## src/crb_pkg.sv

```systemverilog
// Shared types, constants and helpers for the comb/allpass reverberator.
`default_nettype none
package crb_pkg;

  localparam int SAMPLE_W = 16;
  localparam int GAIN_W   = 16;
  localparam int PROD_W   = 18;
  localparam int SUM_W    = 19;

  localparam int COMB_LEN_A_DEF    = 1116;
  localparam int COMB_LEN_B_DEF    = 1188;
  localparam int COMB_LEN_C_DEF    = 1277;
  localparam int COMB_LEN_D_DEF    = 1356;
  localparam int ALLPASS_LEN_A_DEF = 225;
  localparam int ALLPASS_LEN_B_DEF = 341;

  localparam int CFG_IDX_W = 2;
  localparam logic [CFG_IDX_W-1:0] REG_FEEDBACK_GAIN = 2'd0;
  localparam logic [CFG_IDX_W-1:0] REG_ALLPASS_GAIN  = 2'd1;
  localparam logic [CFG_IDX_W-1:0] REG_OUTPUT_GAIN   = 2'd2;

  localparam logic [GAIN_W-1:0] FEEDBACK_GAIN_RST = 16'd16384;
  localparam logic [GAIN_W-1:0] ALLPASS_GAIN_RST  = 16'd16384;
  localparam logic [GAIN_W-1:0] OUTPUT_GAIN_RST   = 16'd32768;

  typedef logic signed [SAMPLE_W-1:0] sample_t;
  typedef logic [GAIN_W-1:0]          gain_t;
  typedef logic signed [PROD_W-1:0]   prod_t;
  typedef logic signed [SUM_W-1:0]    sum_t;

  typedef struct packed {
    logic clr;
    logic re;
    logic we;
    logic adv;
  } line_ctl_t;

  function automatic sample_t sat16(input sum_t v);
    sample_t r;
    if (v > sum_t'(32767)) begin
      r = 16'sh7fff;
    end else if (v < sum_t'(-32768)) begin
      r = 16'sh8000;
    end else begin
      r = v[SAMPLE_W-1:0];
    end
    return r;
  endfunction

endpackage
`default_nettype wire

```

## src/crb_mul.sv

```systemverilog
// Shared sample-by-gain multiplier with round half up and a result register.
`default_nettype none
module crb_mul (
  input  wire logic                 clk,
  input  wire logic                 en,
  input  wire crb_pkg::sample_t     sample,
  input  wire crb_pkg::gain_t       gain,
  output crb_pkg::prod_t            prod
);

  logic signed [32:0] full;

  always_comb begin
    full = 33'(sample) * $signed({1'b0, gain}) + 33'sd16384;
  end

  always_ff @(posedge clk) begin
    if (en) begin
      prod <= full[32:15];
    end
  end

endmodule
`default_nettype wire

```

## config.mk

```make
export PLATFORM = sky130hd
export DESIGN_NAME = crb_mul
export DESIGN_NICKNAME = d
export VERILOG_FILES = /design/src/crb_pkg.sv /design/src/crb_mul.sv
export SDC_FILE = /design/constraint.sdc
export NUM_CORES = 1
export LEC_CHECK = 0
export BUFFER_PORTS_ARGS = -buffer_cell sky130_fd_sc_hd__buf_4
export CELL_PAD_IN_SITES_DETAIL_PLACEMENT = 0
export CELL_PAD_IN_SITES_GLOBAL_PLACEMENT = 1
export CORE_MARGIN = 2
export CORE_UTILIZATION = 50
export DETAILED_ROUTE_END_ITERATION = 10
export GPL_TIMING_DRIVEN = 0
export PLACE_DENSITY = 0.89
export SLEW_MARGIN = 20
export SYNTH_ARGS = -nofsm -noshare
export SYNTH_HDL_FRONTEND = slang
export SYNTH_SLANG_ARGS = --single-unit
export TNS_END_PERCENT = 5
```

## constraint.sdc

```tcl
create_clock -name clk -period 7.5 [get_ports clk]
set_clock_uncertainty 0.1 [all_clocks]
set_input_delay 0.375 -clock clk [delete_from_list [all_inputs] [get_ports clk]]
set_output_delay 0.375 -clock clk [all_outputs]
set_load 0.03 [all_outputs]
```

==> qor.txt <==
CP peak stage delay: 0.56 ns
Synth area leader: fa_1
Clock buffer count from CTS: 3
Root Driver: clkbuf_16
DR DRC count: 0
CTS tree: yes
Final Wtd Congestion: 0.917
Most flop-heavy register: prod
Synthesized area: 9370 um^2
Final ANT Viol Nets: 0
Synth area leaders: fa_1, ha_1, inv_1
Outcome: finished, final reports clean
Type of the worst setup path: primary input to flip-flop
Most frequent CP cell: fa_1
Tmin final: 6.49 ns
Critical path launch point type: primary input
Htree depth: 1
EDFF count, synth: 18
Die height: 141 um
Worst min path class: primary input to flip-flop
Final setup fails: 0
Primary FF master, synth: edfxtp_1
Avg WL per Cell: 16.9 um
WHS Endpoint: prod[12]
Ys Warns: 0
CP Data Arrival Time: 6.45 ns
DR vias/cell: 5.43
Layout cell share with drive strength beyond 1: 6.72%
CP Data Required Time: 7.46 ns
Crit share post-route: 86.5%
Longest Clk Path Bufs: 2
Share of the synthesized area in the top cell type: 41.5%
Grt total ovfl: 0
Vias in the first global route: 7297
Post-CTS Setup Bufs: 0
# nets final: 1433
I/O pins: 52
RSZ-0062 raised after global routing: no
Core area: 18500 um^2
Maxcap violations: 0
Mapped Cells: 1032
Syn nets: 1377
CP Capture Type: flip-flop
First-pass GRT wire length: 36.6 mm
Async SR Flop Fraction: 0%
Sequential area share after synthesis: 5.77%
Fin. max-slew vios: 0
Relative slew margins: 52.5%
Final hold vios: 0
Vias: 7173
CP Cell Sequence: buf_4, clkbuf_1, nand2_1, fa_1, fa_1, fa_1, fa_1, inv_1, fa_1, inv_1, fa_1, inv_1, ha_1, a211o_1, a21oi_2, o2111ai_2, a21o_1, a31o_4, mux2i_1, a2111oi_2
Worst-path clk slew: 0.05 ns
Highest clock rate: 154 MHz
Hpwl dp: 19.4 mm
Row Count: 50
Port Buffers: 51
Top post-synthesis cells by count: inv_1, fa_1, nand2_1, ha_1, and2_1
Hold-fix buffers, CTS: 0
Initial antenna violation count: 0
Netlist cell types: 60
Fillers: 1720
Setup TNS: 0 ns
Ant. Diodes: 0
Iteration count of the initial detailed-routing pass: 5
Slowest-stage cell, CP: clkbuf_1
Max FFs per register: 18
Die X: 141 um
Initial drt markers: 368
Largest net degree at the start of global routing: 19
Hold path startpoint: en
Crit-path max FO: 10
Count leader, synth: inv_1
CTS sink count: 18
Leading registers by flop count: prod (18)
Initial core utilization: 50.6%
Hold depth: 1
Gr usage total: 23.4%
Worst-Margin Slew: 0.712 ns
Post-CTS Resized: 0
Die ar.: 19800 um^2
Synthesized flop and latch total: 18
Avg Inst Size Synth: 9.08 um^2
Total wire length: 22.4 mm
Area Growth Syn to Fin: 8.05%
-- how the worst max path moves through the flow --
stage / end / from / slack, ns / cells after the start
2_1_floorplan: prod[15] / sample[1] / 1.57 / 19
3_3_place_gp: prod[15] / gain[11] / 0.78 / 20
3_5_place_dp: prod[15] / gain[11] / 0.78 / 20
4_1_cts: prod[15] / gain[11] / 1.02 / 20
5_1_grt: prod[15] / gain[11] / 0.71 / 20
6_report: prod[15] / gain[8] / 1.01 / 20
-- stage by stage --
stage	instances	hold slack [ns]	util, %	cell area, um^2	setup slack, ns
CTS	1321	0.415	54.7	10100	1.02
finish	1321	0.413	54.7	10100	1.01
global placement	1317	0.658	54.2	10000	0.779
floorplan	1032	0.387	-	9370	1.57
global route	1321	0.414	54.7	10100	0.714
detailed placement	1317	0.671	54.2	10000	0.778
-- cell families (layout without fill, tap and decap cells) --
logic type / Yosys count / after routing / share of synthesized area (%)
multiplexers: 1 / 1 / 0.107
flip-flops: 18 / 18 / 5.77
adder cells (fa/ha/maj): 311 / 311 / 57.1
AND/OR/NAND/NOR: 320 / 320 / 17.2
XOR/XNOR: 18 / 18 / 1.68
buffers and inverters: 279 / 334 / 11.4
AO/OA/AOI/OAI: 85 / 85 / 6.85
-- worst max-delay path, delay by kind of cell --
family                     cells  cell delay [ns]
AOI/OAI and AO/OA              6             1.52
and+or+nand+nor                1             0.17
adders and majority gates      7             3.38
buffers and inverters          5             0.86
muxes                          1             0.14
-- cell type report --
type | count | area, um^2 | area share, %
repair buffers | 51 | 383 | 3.78
plain buffers | 38 | 159 | 1.57
well taps | 234 | 293 | 2.89
flip-flops and latches | 18 | 541 | 5.34
multi-input cells | 735 | 7760 | 76.7
clock inverters | 1 | 3.75 | 0.0371
inverters | 241 | 905 | 8.94
clock buffers | 3 | 75.1 | 0.742
-- layer usage --
layer  vias to the layer above  wire (um)  track usage (%)
met4                         0        515             4.58
met5                         -          0                0
met2                       233      11500             41.8
met1                      3650       8790             30.9
li1                       3254          -                -
met3                        36       1580             2.75
-- cells in the final DEF, fill, tap and decap left out, drive strengths merged, types with 13 or more instances in the layout --
cell type | netlist | final
nor2 | 17 | 17
edfxtp | 18 | 18
o21ai | 13 | 13
inv | 240 | 240
fa | 194 | 194
nand2 | 144 | 144
clkbuf | 34 | 37
and2 | 115 | 115
ha | 117 | 117
a21oi | 26 | 26
a21o | 14 | 14
buf | 4 | 55
Power is left out: the tool's default activity adds up to more than one toggle a clock period on the data nets, which glitch-free logic cannot reach.
